<file path="src/ivf_pkg.sv">
// ----------------------------------------------------------------------------
// ivf_pkg: shared types and constants of the IVF container parser
// Record and event formats, record kinds, error codes and header layout.
// ----------------------------------------------------------------------------
package ivf_pkg;

  typedef enum logic [1:0] {
    KIND_HEADER = 2'd0,
    KIND_FRAME  = 2'd1,
    KIND_END    = 2'd2,
    KIND_ERROR  = 2'd3
  } kind_t;

  typedef enum logic [2:0] {
    ERR_NONE      = 3'd0,
    ERR_MAGIC     = 3'd1,
    ERR_HEADER    = 3'd2,
    ERR_FHDR      = 3'd3,
    ERR_FSIZE     = 3'd4,
    ERR_NO_FRAMES = 3'd5
  } err_t;

  // "DKIF", first byte in the low lane
  localparam logic [31:0] MAGIC = 32'h4649_4B44;

  // field index marks inside the file header and the frame header
  localparam logic [4:0] IDX_MAGIC_END = 5'd4;   // magic bytes 0..3
  localparam logic [4:0] IDX_HB_END    = 5'd28;  // stored header bytes 4..27
  localparam logic [4:0] IDX_HDR_LAST  = 5'd31;  // final byte of 32-byte header
  localparam logic [4:0] IDX_LEN_END   = 5'd4;   // frame size bytes 0..3
  localparam logic [4:0] IDX_FHDR_LAST = 5'd11;  // final byte of 12-byte header

  localparam logic [15:0] HDR_LEN = 16'd32;
  localparam int          HB_DEPTH = 24;

  localparam int EVQ_DEPTH = 4;

  localparam int TDATA_W = 296;

  typedef struct packed {
    kind_t       kind;
    err_t        err;
    logic [31:0] codec_fourcc;
    logic [15:0] frame_width;
    logic [15:0] frame_height;
    logic [31:0] time_rate;
    logic [31:0] time_scale;
    logic [31:0] declared_count;
    logic [31:0] payload_offset;
    logic [31:0] payload_size;
    logic [63:0] frame_timestamp;
  } rec_t;

  // one queue entry: a record, and whether an end record follows it
  typedef struct packed {
    rec_t rec;
    logic pair;
  } evt_t;

  typedef struct packed {
    logic full;
    logic empty;
  } evq_stat_t;

endpackage

</file>
<file path="src/ivf_container_parser_top.sv">
// Path: a record word is queued when the byte that causes it is accepted and
//   is then loaded into the output register; a file's end record follows its frame.
// Throughput: one byte per cycle; in_tready drops only while the four-entry event
//   queue between the parser and the output register is full.
// Reset: synchronous, active low; clears parser state, queue pointers and the
//   output valid, with no clearing pass.
// ----------------------------------------------------------------------------
// ivf_container_parser_top: IVF container parser
// Byte stream in, header, frame, end and error records out.
// ----------------------------------------------------------------------------
module ivf_container_parser_top #(
  parameter int OFFSET_BITS = 32
) (
  input  logic                        clk,
  input  logic                        rst_n,
  input  logic                        in_tvalid,
  output logic                        in_tready,
  input  logic [7:0]                  in_tdata,   // data_byte
  input  logic                        in_tlast,   // end_of_data
  output logic                        out_tvalid,
  input  logic                        out_tready,
  // error_code, codec_fourcc, frame_width, frame_height, time_rate, time_scale,
  // declared_count, payload_offset, payload_size, frame_timestamp, zero fill
  output logic [ivf_pkg::TDATA_W-1:0] out_tdata,
  output logic [1:0]                  out_tuser,  // record_kind
  output logic                        out_tlast   // last_of_run
);

  ivf_pkg::evq_stat_t q_stat;
  ivf_pkg::evt_t      push_evt;
  ivf_pkg::evt_t      head;
  ivf_pkg::rec_t      out_rec;
  logic               push;
  logic               pop;

  ivf_front #(
    .OFFSET_BITS(OFFSET_BITS)
  ) u_front (
    .clk      (clk),
    .rst_n    (rst_n),
    .in_tvalid(in_tvalid),
    .in_tready(in_tready),
    .in_tdata (in_tdata),
    .in_tlast (in_tlast),
    .q_stat   (q_stat),
    .push     (push),
    .evt      (push_evt)
  );

  ivf_evq u_evq (
    .clk     (clk),
    .rst_n   (rst_n),
    .push    (push),
    .push_evt(push_evt),
    .pop     (pop),
    .head    (head),
    .stat    (q_stat)
  );

  ivf_back u_back (
    .clk       (clk),
    .rst_n     (rst_n),
    .head      (head),
    .q_stat    (q_stat),
    .pop       (pop),
    .out_tvalid(out_tvalid),
    .out_tready(out_tready),
    .out_rec   (out_rec),
    .out_last  (out_tlast)
  );

  assign out_tuser = out_rec.kind;
  assign out_tdata = {5'd0,
                      out_rec.frame_timestamp,
                      out_rec.payload_size,
                      out_rec.payload_offset,
                      out_rec.declared_count,
                      out_rec.time_scale,
                      out_rec.time_rate,
                      out_rec.frame_height,
                      out_rec.frame_width,
                      out_rec.codec_fourcc,
                      out_rec.err};

endmodule

</file>
<file path="src/ivf_front.sv">
// ----------------------------------------------------------------------------
// ivf_front: byte-level IVF parser
// Walks the file header, skip area, frame headers and payloads one byte per
// cycle unless the queue is full; pushes one event per record-producing byte.
// ----------------------------------------------------------------------------
module ivf_front #(
  parameter int OFFSET_BITS = 32
) (
  input  logic                clk,
  input  logic                rst_n,
  input  logic                in_tvalid,
  output logic                in_tready,
  input  logic [7:0]          in_tdata,
  input  logic                in_tlast,
  input  ivf_pkg::evq_stat_t  q_stat,
  output logic                push,
  output ivf_pkg::evt_t       evt
);

  localparam int OW = (OFFSET_BITS > 32) ? OFFSET_BITS : 32;

  typedef enum logic [2:0] {
    PH_HEAD,
    PH_SKIP,
    PH_FHDR,
    PH_PAY,
    PH_DRAIN
  } phase_t;

  phase_t                 phase_r, phase_nxt;
  logic [4:0]             fidx_r, fidx_nxt;
  logic [15:0]            hlen_r, hlen_nxt;
  logic [OFFSET_BITS-1:0] pos_r, pos_nxt;
  logic [31:0]            flen_r, flen_nxt;
  logic [63:0]            ftime_r, ftime_nxt;
  logic [31:0]            rem_r, rem_nxt;
  logic                   seen_r, seen_nxt;
  logic [7:0]             hb_r [ivf_pkg::HB_DEPTH];

  logic                   acc;
  logic                   hb_we;
  logic [4:0]             hb_addr;
  logic [OFFSET_BITS-1:0] pos_inc;
  logic [OW-1:0]          off_w;
  logic [31:0]            rem_dec;
  logic                   evt_vld;
  logic                   fail_en;
  ivf_pkg::err_t          fail_code;
  logic                   do_reset;
  logic [15:0]            h_ver, h_len, h_w, h_h;
  logic [31:0]            h_cc, h_rate, h_scale, h_cnt;
  logic                   h_bad;

  assign in_tready = !q_stat.full;
  assign acc       = in_tvalid && in_tready;
  assign push      = acc && evt_vld;

  assign pos_inc = pos_r + 1'b1;
  assign off_w   = OW'(pos_inc) - OW'(flen_r);
  assign rem_dec = rem_r - 32'd1;

  assign h_ver   = {hb_r[1], hb_r[0]};
  assign h_len   = {hb_r[3], hb_r[2]};
  assign h_cc    = {hb_r[7], hb_r[6], hb_r[5], hb_r[4]};
  assign h_w     = {hb_r[9], hb_r[8]};
  assign h_h     = {hb_r[11], hb_r[10]};
  assign h_rate  = {hb_r[15], hb_r[14], hb_r[13], hb_r[12]};
  assign h_scale = {hb_r[19], hb_r[18], hb_r[17], hb_r[16]};
  assign h_cnt   = {hb_r[23], hb_r[22], hb_r[21], hb_r[20]};
  assign h_bad   = (h_ver != '0) || (h_len < ivf_pkg::HDR_LEN) || (h_w == '0) ||
                   (h_h == '0) || (h_rate == '0) || (h_scale == '0);

  assign hb_we   = acc && (phase_r == PH_HEAD) && (fidx_r >= ivf_pkg::IDX_MAGIC_END) &&
                   (fidx_r < ivf_pkg::IDX_HB_END);
  assign hb_addr = fidx_r - ivf_pkg::IDX_MAGIC_END;

  always_comb begin
    phase_nxt = phase_r;
    fidx_nxt  = fidx_r;
    hlen_nxt  = hlen_r;
    pos_nxt   = pos_inc;
    flen_nxt  = flen_r;
    ftime_nxt = ftime_r;
    rem_nxt   = rem_r;
    seen_nxt  = seen_r;
    evt       = '0;
    evt_vld   = 1'b0;
    fail_en   = 1'b0;
    fail_code = ivf_pkg::ERR_NONE;
    do_reset  = 1'b0;

    unique case (phase_r)
      PH_HEAD: begin
        if ((fidx_r < ivf_pkg::IDX_MAGIC_END) &&
            (in_tdata != ivf_pkg::MAGIC[8*fidx_r[1:0] +: 8])) begin
          fail_en   = 1'b1;
          fail_code = ivf_pkg::ERR_MAGIC;
        end else if (fidx_r < ivf_pkg::IDX_HDR_LAST) begin
          fidx_nxt = fidx_r + 5'd1;
          if (in_tlast) begin
            fail_en   = 1'b1;
            fail_code = ivf_pkg::ERR_MAGIC;
          end
        end else begin
          hlen_nxt = h_len;
          if (h_bad) begin
            fail_en   = 1'b1;
            fail_code = ivf_pkg::ERR_HEADER;
          end else if (in_tlast) begin
            fail_en   = 1'b1;
            fail_code = (h_len == ivf_pkg::HDR_LEN) ? ivf_pkg::ERR_NO_FRAMES
                                                    : ivf_pkg::ERR_HEADER;
          end else begin
            evt_vld                = 1'b1;
            evt.rec.kind           = ivf_pkg::KIND_HEADER;
            evt.rec.codec_fourcc   = h_cc;
            evt.rec.frame_width    = h_w;
            evt.rec.frame_height   = h_h;
            evt.rec.time_rate      = h_rate;
            evt.rec.time_scale     = h_scale;
            evt.rec.declared_count = h_cnt;
            fidx_nxt  = '0;
            phase_nxt = (h_len == ivf_pkg::HDR_LEN) ? PH_FHDR : PH_SKIP;
          end
        end
      end
      PH_SKIP: begin
        if (OW'(pos_inc) == OW'(hlen_r)) begin
          if (in_tlast) begin
            fail_en   = 1'b1;
            fail_code = seen_r ? ivf_pkg::ERR_HEADER : ivf_pkg::ERR_NO_FRAMES;
          end else begin
            fidx_nxt  = '0;
            phase_nxt = PH_FHDR;
          end
        end else if (in_tlast) begin
          fail_en   = 1'b1;
          fail_code = ivf_pkg::ERR_HEADER;
        end
      end
      PH_FHDR: begin
        // each byte lands in a fresh lane; the first byte clears the word
        if (fidx_r < ivf_pkg::IDX_LEN_END) begin
          if (fidx_r == '0) flen_nxt = '0;
          flen_nxt[8*fidx_r[1:0] +: 8] = in_tdata;
        end else if (fidx_r <= ivf_pkg::IDX_FHDR_LAST) begin
          if (fidx_r == ivf_pkg::IDX_LEN_END) ftime_nxt = '0;
          ftime_nxt[8*hb_addr[2:0] +: 8] = in_tdata;
        end
        if (fidx_r >= ivf_pkg::IDX_FHDR_LAST) begin
          if ((flen_r == '0) || in_tlast) begin
            fail_en   = 1'b1;
            fail_code = ivf_pkg::ERR_FSIZE;
          end else begin
            rem_nxt   = flen_r;
            phase_nxt = PH_PAY;
          end
        end else begin
          fidx_nxt = fidx_r + 5'd1;
          if (in_tlast) begin
            fail_en   = 1'b1;
            fail_code = ivf_pkg::ERR_FHDR;
          end
        end
      end
      PH_PAY: begin
        rem_nxt = rem_dec;
        if (rem_dec == '0) begin
          evt_vld                 = 1'b1;
          evt.rec.kind            = ivf_pkg::KIND_FRAME;
          evt.rec.payload_offset  = 32'(off_w[OFFSET_BITS-1:0]);
          evt.rec.payload_size    = flen_r;
          evt.rec.frame_timestamp = ftime_r;
          seen_nxt = 1'b1;
          if (in_tlast) begin
            evt.pair = 1'b1;
            do_reset = 1'b1;
          end else begin
            fidx_nxt  = '0;
            phase_nxt = PH_FHDR;
          end
        end else if (in_tlast) begin
          fail_en   = 1'b1;
          fail_code = ivf_pkg::ERR_FSIZE;
        end
      end
      PH_DRAIN: begin
        if (in_tlast) do_reset = 1'b1;
      end
      default: begin
        phase_nxt = PH_DRAIN;
      end
    endcase

    if (fail_en) begin
      evt       = '0;
      evt_vld   = 1'b1;
      evt.rec.kind = ivf_pkg::KIND_ERROR;
      evt.rec.err  = fail_code;
      if (in_tlast) do_reset = 1'b1;
      else phase_nxt = PH_DRAIN;
    end

    // end of file: back to the reset state for the next file
    if (do_reset) begin
      phase_nxt = PH_HEAD;
      fidx_nxt  = '0;
      hlen_nxt  = '0;
      pos_nxt   = '0;
      flen_nxt  = '0;
      ftime_nxt = '0;
      rem_nxt   = '0;
      seen_nxt  = 1'b0;
    end
  end

  always_ff @(posedge clk) begin
    if (!rst_n) begin
      phase_r <= PH_HEAD;
      fidx_r  <= '0;
      hlen_r  <= '0;
      pos_r   <= '0;
      flen_r  <= '0;
      ftime_r <= '0;
      rem_r   <= '0;
      seen_r  <= 1'b0;
    end else if (acc) begin
      phase_r <= phase_nxt;
      fidx_r  <= fidx_nxt;
      hlen_r  <= hlen_nxt;
      pos_r   <= pos_nxt;
      flen_r  <= flen_nxt;
      ftime_r <= ftime_nxt;
      rem_r   <= rem_nxt;
      seen_r  <= seen_nxt;
    end
  end

  always_ff @(posedge clk) begin
    if (hb_we) hb_r[hb_addr] <= in_tdata;
  end

`ifndef SYNTH
  a_hdr_fields_ok: assert property (@(posedge clk) disable iff (!rst_n)
    push && evt.rec.kind == ivf_pkg::KIND_HEADER |->
      evt.rec.frame_width != '0 && evt.rec.time_scale != '0)
    else $error("header record with zero width or scale");
  a_fidx_range: assert property (@(posedge clk) disable iff (!rst_n)
    phase_r == PH_FHDR |-> fidx_r <= ivf_pkg::IDX_FHDR_LAST)
    else $error("frame header index out of range");
`endif

endmodule

</file>
<file path="src/ivf_evq.sv">
// ----------------------------------------------------------------------------
// ivf_evq: event queue between parser and record output
// Four-entry FIFO of events; push and pop may happen in the same cycle.
// ----------------------------------------------------------------------------
module ivf_evq (
  input  logic               clk,
  input  logic               rst_n,
  input  logic               push,
  input  ivf_pkg::evt_t      push_evt,
  input  logic               pop,
  output ivf_pkg::evt_t      head,
  output ivf_pkg::evq_stat_t stat
);

  localparam int AW = $clog2(ivf_pkg::EVQ_DEPTH);
  localparam logic [AW:0] DEPTH_C = (AW+1)'(ivf_pkg::EVQ_DEPTH);

  ivf_pkg::evt_t mem_r [ivf_pkg::EVQ_DEPTH];
  logic [AW-1:0] wptr_r, rptr_r;
  logic [AW:0]   count_r;

  assign head       = mem_r[rptr_r];
  assign stat.full  = (count_r == DEPTH_C);
  assign stat.empty = (count_r == '0);

  always_ff @(posedge clk) begin
    if (!rst_n) begin
      wptr_r  <= '0;
      rptr_r  <= '0;
      count_r <= '0;
    end else begin
      if (push) wptr_r <= wptr_r + 1'b1;
      if (pop) rptr_r <= rptr_r + 1'b1;
      if (push && !pop) count_r <= count_r + 1'b1;
      else if (pop && !push) count_r <= count_r - 1'b1;
    end
  end

  always_ff @(posedge clk) begin
    if (push) mem_r[wptr_r] <= push_evt;
  end

`ifndef SYNTH
  a_count_bound: assert property (@(posedge clk) disable iff (!rst_n)
    count_r <= DEPTH_C)
    else $error("event queue count exceeds depth");
  a_no_overflow: assert property (@(posedge clk) disable iff (!rst_n)
    push |-> !stat.full || pop)
    else $error("push into full event queue");
  a_no_underflow: assert property (@(posedge clk) disable iff (!rst_n)
    pop |-> !stat.empty)
    else $error("pop from empty event queue");
`endif

endmodule

</file>
<file path="src/ivf_back.sv">
// ----------------------------------------------------------------------------
// ivf_back: record output stage
// Turns queued events into output words; a frame that closes the file is
// followed by an end record. Holds the word until the consumer takes it.
// ----------------------------------------------------------------------------
module ivf_back (
  input  logic               clk,
  input  logic               rst_n,
  input  ivf_pkg::evt_t      head,
  input  ivf_pkg::evq_stat_t q_stat,
  output logic               pop,
  output logic               out_tvalid,
  input  logic               out_tready,
  output ivf_pkg::rec_t      out_rec,
  output logic               out_last
);

  logic          out_valid_r;
  logic          second_r;
  ivf_pkg::rec_t rec_r;
  logic          last_r;
  ivf_pkg::rec_t end_rec;
  logic          load;

  assign out_tvalid = out_valid_r;
  assign out_rec    = rec_r;
  assign out_last   = last_r;

  assign load = !q_stat.empty && (!out_valid_r || out_tready);
  assign pop  = load && (!head.pair || second_r);

  always_comb begin
    end_rec      = '0;
    end_rec.kind = ivf_pkg::KIND_END;
  end

  always_ff @(posedge clk) begin
    if (!rst_n) begin
      out_valid_r <= 1'b0;
      second_r    <= 1'b0;
    end else if (load) begin
      out_valid_r <= 1'b1;
      second_r    <= head.pair && !second_r;
    end else if (out_tready) begin
      out_valid_r <= 1'b0;
    end
  end

  always_ff @(posedge clk) begin
    if (load) begin
      if (second_r) begin
        rec_r  <= end_rec;
        last_r <= 1'b1;
      end else begin
        rec_r  <= head.rec;
        last_r <= !head.pair;
      end
    end
  end

`ifndef SYNTH
  a_pair_frame_shown: assert property (@(posedge clk) disable iff (!rst_n)
    second_r |-> out_valid_r && rec_r.kind == ivf_pkg::KIND_FRAME && !last_r)
    else $error("end record pending without frame word on output");
`endif

endmodule

</file>
<file path="config.mk">
export PLATFORM = sky130hd
export DESIGN_NAME = ivf_container_parser_top
export DESIGN_NICKNAME = d
export VERILOG_FILES = /design/src/ivf_pkg.sv /design/src/ivf_container_parser_top.sv /design/src/ivf_front.sv /design/src/ivf_evq.sv /design/src/ivf_back.sv
export SDC_FILE = /design/constraint.sdc
export NUM_CORES = 2
export LEC_CHECK = 0
export CORE_MARGIN = 3
export CORE_UTILIZATION = 58
export DETAILED_ROUTE_END_ITERATION = 10
export DONT_BUFFER_PORTS = 1
export GPL_TIMING_DRIVEN = 0
export HOLD_SLACK_MARGIN = 0.1
export PLACE_DENSITY = 0.77
export SLEW_MARGIN = 20
export SYNTH_ARGS = -nofsm -noshare
export SYNTH_HDL_FRONTEND = slang
export SYNTH_HIERARCHICAL = 1
export SYNTH_SLANG_ARGS = --single-unit
</file>
<file path="constraint.sdc">
create_clock -name clk -period 38 [get_ports clk]
set_input_delay 3.8 -clock clk [delete_from_list [all_inputs] [get_ports clk]]
set_output_delay 3.8 -clock clk [all_outputs]
set_load 0.005 [all_outputs]
</file>
After elaboration in Yosys (flattened, before gate mapping)
Memory sizes are Yosys's and may differ from the RTL's. A register that Yosys moved wholly into a read port is not among the register bits.
Cells that the tools add are included.
- word-level logic and storage cells: 227
- memories kept: 2
- memory bits (writable): 1368
- output and inout port bits: 301
- input port bits: 13
- register bits after elaboration: 488
- equality and inequality tests: 19
- shift operators: 5
- order comparisons: 7
- $add $sub $neg: 11
- reduce and logical (&&, ||, !) cells: 52
- multiplexer cells: 106
- memories (memory ; words ; bits a word ; read ports ; clocked after Yosys merged registers in ; wr ports ; RTL line ; source):
    u_evq.mem_r ; 4 ; 294 ; 1 ; 1 ; 1 ; ivf_evq.sv:18 ; ivf_pkg::evt_t mem_r [ivf_pkg::EVQ_DEPTH];
    u_front.hb_r ; 24 ; 8 ; 24 ; 0 ; 1 ; ivf_front.sv:38 ; logic [7:0] hb_r [ivf_pkg::HB_DEPTH];
- operators with widths (kind ; number):
    $mux W160 ; 5
    $mux W64 ; 8
    $mux W32 ; 10
    $mux W294 ; 1
    $mux W129 ; 2
    $logic_not A32 Y1 ; 4
    $mux W3 ; 26
    $bwmux W64 ; 1
    $mux W16 ; 4
    $pmux W32 S2 ; 1
    $shift A8 B34 Y64 const A ; 1
    $shiftx A8 B34 Y64 ; 1
    $mux W5 ; 8
    $neg A5 Y34 ; 1
    $neg A6 Y34 ; 1
    $shift A8 B34 Y32 const A ; 1
    $shiftx A8 B34 Y32 ; 1
    $add A32 B1 Y32 const B ; 1
    $bwmux W32 ; 1
    $eq A32 B16 Y1 ; 1
    $logic_not A16 Y1 ; 2
    $shiftx A32 B6 Y8 const A ; 1
    $sub A32 B1 Y32 const B ; 1
    $sub A32 B32 Y32 ; 1
    other kinds (40) ; 116

Logic depth before layout (Yosys ltp)
An unclocked memory read counts as a cell.
- depth after elaboration: 17
- depth in mapped cells: 18
- gate-level depth less buffers: 17

By module
Netlist, hierarchy kept.
- modules (own cells, without submodules) (module ; seq. area each (sq um) ; times used ; area an instance (sq um) ; cells an instance):
    ivf_evq ; 35494.0 ; 1 ; 43414.1 ; 1579
    ivf_front ; 9469.1 ; 1 ; 19737.7 ; 2081
    ivf_back ; 8868.5 ; 1 ; 11114.4 ; 632
    ivf_container_parser_top ; 0.0 ; 1 ; 41.3 ; 6

Worst setup path before layout
OpenSTA, ideal clock, no wires.
- path type: input to register
- from: input port out_tready
- to: register u_back.second_r
- buffers on the path: 0
- setup slack: 20.794 ns
- arrival: 16.595 ns
- stages on the path: 3
- library setup time: 0.610 ns
- data required time: 37.390 ns
- path through: nor2b_1 -> nor2_1 -> mux2i_1
- word-level cells in the longest chain between the ends: 2
- ends and longest elaborated chain (what ; RTL line ; source):
    from (decl) ; ivf_container_parser_top.sv:21 ; input logic out_tready,
    $logic_or A1 B1 Y1 ; ivf_back.sv:29 ; assign load = !q_stat.empty && (!out_valid_r || out_tready);
    $logic_and A1 B1 Y1 ; ivf_back.sv:29 ;
    named net u_back.load ; ivf_back.sv:23 ; logic load;
    to (signal assigned) ; ivf_back.sv:43 ; second_r <= head.pair && !second_r;
    to (decl) ; ivf_back.sv:19 ; logic second_r;
The timed path passes the listed nets, and every way through them passes these cells.
A chain may end at the register's enable or synchronous reset.

Worst setup path after layout
- from: input port in_tdata[1]
- to: memory u_evq/mem_r[2][110] (netlist name) (enable)
- word-level cells in the longest chain between the ends: 8
- elaborated cells on any way between the ends: 10
- those cells by class: eq/ne: 1; mux: 7; reduce/logical: 2
- ends and longest elaborated chain (what ; RTL line ; source):
    from (decl) ; ivf_container_parser_top.sv:18 ; input logic [7:0] in_tdata,
    $ne A8 B8 Y1 * ; ivf_front.sv:95 ; (in_tdata != ivf_pkg::MAGIC[8*fidx_r[1:0] +: 8])) begin
    $logic_and A1 B1 Y1 * ; ivf_front.sv:94 ; if ((fidx_r < ivf_pkg::IDX_MAGIC_END) &&
    $mux W1 ; ivf_front.sv:94 ;
    $pmux W1 S4 or $pmux W1 S2 (tied branches) ; ivf_front.sv:92 ; unique case (phase_r)
    $mux W1 * ; ivf_front.sv:195 ; if (fail_en) begin
    $logic_and A1 B1 Y1 * ; ivf_front.sv:56 ; assign push = acc && evt_vld;
    named net push ; ivf_container_parser_top.sv:33 ; logic push;
    $mux W1 * ; ivf_evq.sv:40 ; if (push) mem_r[wptr_r] <= push_evt;
    $mux W1 (not written as such) * ; ivf_evq.sv:40 ;
    to (decl) ; ivf_evq.sv:18 ;
The timed path passes the listed nets; every way through them passes the cells marked *.

==> results_dict.tcl <==
set metrics [dict create \
    end_kind "register" \
    cts_resized 0 \
    grt-ovfl-total 0 \
    die-area_um2 132000 \
    ant_nets 0 \
    netlist_instances 4298 \
    arrival_ns 8.29 \
    track_usage_pct 25.9 \
    synth_ff_type "edfxtp_1" \
    area_delta_synth_final_pct 11.7 \
    clk_path_buf_depth 3 \
    post-cts-setup-buffer-count 0 \
    drtIter0Drc 4178 \
    cts.sinks 1858 \
    stdcell_area_um2 83000 \
    cp_slowest_cell "clkbuf_1" \
    clock_skew_ns 0.0598 \
    layout_min_cycle_time_ns 7.83 \
    grt_max_degree 49 \
    final.period_utilization_pct 20.6 \
    core_area_um2 126000 \
    worst_path_largest_cell_delay_ns 0.77 \
    outcome "finished, final reports clean" \
    post_drt_wl_per_cell_um 27.1 \
    leakagePower_nw 27.8 \
    die_w_um 364 \
    vias 39478 \
    synth-seq-cells 1858 \
    synth_cell_types 91 \
    maxCapViolCount 0 \
    cp_num_buf_inv 4 \
    fmax_mhz 128 \
    met2_length_mm 83.4 \
    fin_setup_tns_ns 0 \
    netlist_area_um2 74300 \
    hold_violations 0 \
    synth_top_cells_by_area "edfxtp_1, dfxtp_1, mux4_1, mux4_2, nor2b_1" \
    rsz0062_at_grt "no" \
    tritoncts.num_buffers 180 \
    tightest_slew_ns 1.16 \
    cp_max_fo 47 \
    hp-class "reg -> reg" \
    setup_viol 0 \
    nets 4592 \
    via_per_inst 6.25 \
    rows 130 \
    first_global_vias 38457 \
    ioPinCount 314 \
    root_buffer "clkbuf_16" \
    r2r_slack_ns 31.54 \
    drt_drc_violations_left 0 \
    clk_latency_ns 0.84 \
    setup.worst_path.start_class "primary input" \
    wl_met3_mm 14.1 \
    drive_gt1_share_pct 13.3 \
    initial_core_util_pct 58.8 \
    drt_wl_total_mm 171 \
    place_area_um2 77400 \
    chipHeight_um 364 \
    crit_type "in -> reg" \
    place.port_buffers 0 \
    synth_top_area_share_pct 67.2 \
    cts_tree "built" \
    fillCellCount 8334 \
    wl_met1_mm 68.9 \
    vdd_drop_max_mv 0.0506 \
    gp_congestion 0.940 \
    antenna_found_initial 8 \
    routed.top_layer "met5" \
    slew_viol_final 0 \
    grt_pass1_wl_mm 251 \
    cp_top_family "buffers and inverters" \
    slew_headroom_pct 22.9 \
    cts_hold_buf 0 \
    firstDrtPassIters 5 \
    htreeDepth 4 \
    required_ns 38.46 \
    yosysTopAreaCell "edfxtp_1" \
    powerDensity_nw_per_um2 63.9 \
    ys_async_sr_fraction_pct 0 \
    hpwl_mm 110 \
    worstPathCellList "clkbuf_1 > xnor2_1 > o211ai_1 > nand2_1 > o22ai_1 > a211oi_1 > o21ai_0 > nor2_1 > nor2_1 > and2_4 > buf_16 > buf_12 > buf_16" \
    yosysSeqAreaShare_pct 72.4 \
    synth-edff-count 1662 \
    clk_pin_slew_ns 0.06 \
    ys_warn_count 6 \
    syn_area_per_cell_um2 17.3 \
]
## area by class of cell
cell class	count	area [um^2]	area share [%]
Tap cell	1650	2060	2.49
Buffer	230	1440	1.73
Antenna cell	6	15.0	0.0181
Clock inverter	89	798	0.962
Sequential cell	1858	53800	64.9
Timing Repair Buffer	42	990	1.19
Multi-Input combinational cell	2152	18900	22.7
Inverter	62	233	0.280
Clock buffer	229	4750	5.72
## flip-flops by register name, summed over array words and instances (netlist names), 2 cells and up, named ones only
name,count
u_front/flen_r,32
u_evq/rptr_r,2
u_front/phase_r,3
u_back/out_rec,293
u_evq/mem_r,1176
u_front/rem_r,32
u_front/pos_r,32
u_front/fidx_r,5
u_front/hb_r,192
u_evq/wptr_r,2
u_front/ftime_r,64
u_evq/count_r,3
u_front/hlen_r,16
## cell usage after synthesis (all sizes together), types with 13 or more instances
library cell	count
a32o	18
or2	15
mux4	294
xor2	44
clkbuf	98
nand4	35
nor3	69
o2bb2ai	16
nor4	70
a21o	14
and3	15
nor2b	307
nor2	178
a22oi	22
ha	51
and2	247
buf	132
o21ai	108
xnor2	44
a21oi	110
o211ai	13
edfxtp	1662
nand3	81
inv	61
dfxtp	196
nand2	156
a22o	58
nand3b	13
## kinds of logic (layout without fill, tap and decap cells)
kind of cell,count (synthesis),in the layout,share of synthesized area [%]
xor+xnor,92,92,1.16
mux,303,303,9.72
buf+inv,292,652,2.25
compound gates,441,441,4.00
simple gates,1258,1258,9.50
flops,1858,1858,72.4
other cells,1,11,0.00505
fa+ha+maj,53,53,0.913
## worst register-to-register path, cell delays in order (launching register included)
cell     delay, ns
dfxtp_1       0.37
inv_1         0.12
ha_1          0.28
nor3b_1       0.80
nand2_1       0.36
nor2_1        0.18
mux2i_1       0.19
nor4b_1       0.61
a31oi_1       0.16
o21ai_0       0.76
nor2_1        0.18
nor2_1        0.45
and2_4        0.67
buf_16        0.34
buf_12        0.28
buf_16        0.31
## through the flow
| stage | utilization, % | hold slack, ns | setup slack [ns] | total power, W | instances |
|---|---|---|---|---|---|
| detailed placement | 61.3 | 0.440 | 29.58 | 0.00367 | 5994 |
| global placement | 60.4 | 0.435 | 14.68 | 0.00378 | 5952 |
| global route | 65.7 | 0.470 | 30.08 | 0.00551 | 6312 |
| CTS | 65.6 | 0.458 | 30.42 | 0.00536 | 6312 |
| finish | 65.7 | 0.455 | 30.17 | 0.00530 | 6318 |
| floorplan | - | 0.417 | 20.79 | 0.00341 | 4302 |
## worst paths after layout
kind,startpoint,end,cells after the start
hold reg to reg,u_front/ftime_r[55]$_SDFFE_PN0P_,u_front/ftime_r[55]$_SDFFE_PN0P_,1
setup / recovery,in_tdata[1],u_evq/mem_r[2][110]$_DFFE_PP_,13
setup reg to reg,u_front/rem_r[1]$_SDFFE_PN0P_,u_evq/mem_r[2][110]$_DFFE_PP_,15
hold / removal,u_front/ftime_r[55]$_SDFFE_PN0P_,u_front/ftime_r[55]$_SDFFE_PN0P_,1
## metal layers
metal | vias to the layer above | track usage [%]
met3 | 259 | 5.57
li1 | 17286 | -
met2 | 1710 | 41.8
met4 | 2 | 7.42
met1 | 20221 | 36.3
met5 | - | 0
## where the power goes
| group | switching [W] | internal [W] |
|---|---|---|
| registers | 0.000119 | 0.00261 |
| clock network | 0.000742 | 0.000941 |
| logic | 0.000512 | 0.000375 |
## layout by cell type (no fill, tap or decap), types with 60 or more instances in the layout
cell,Yosys,routed
clkbuf_1,96,140
o21ai_0,104,104
nor2b_1,307,307
clkbuf_16,0,182
nor2_1,177,175
edfxtp_1,1662,1662
mux4_2,158,158
a21oi_1,109,109
mux4_1,136,136
nor4_1,67,64
dfxtp_1,196,196
and2_1,246,242
inv_1,61,61
nor3_1,65,63
nand3_1,79,79
nand2_1,156,156
buf_6,59,60
(Power assumes the default switching activity.)
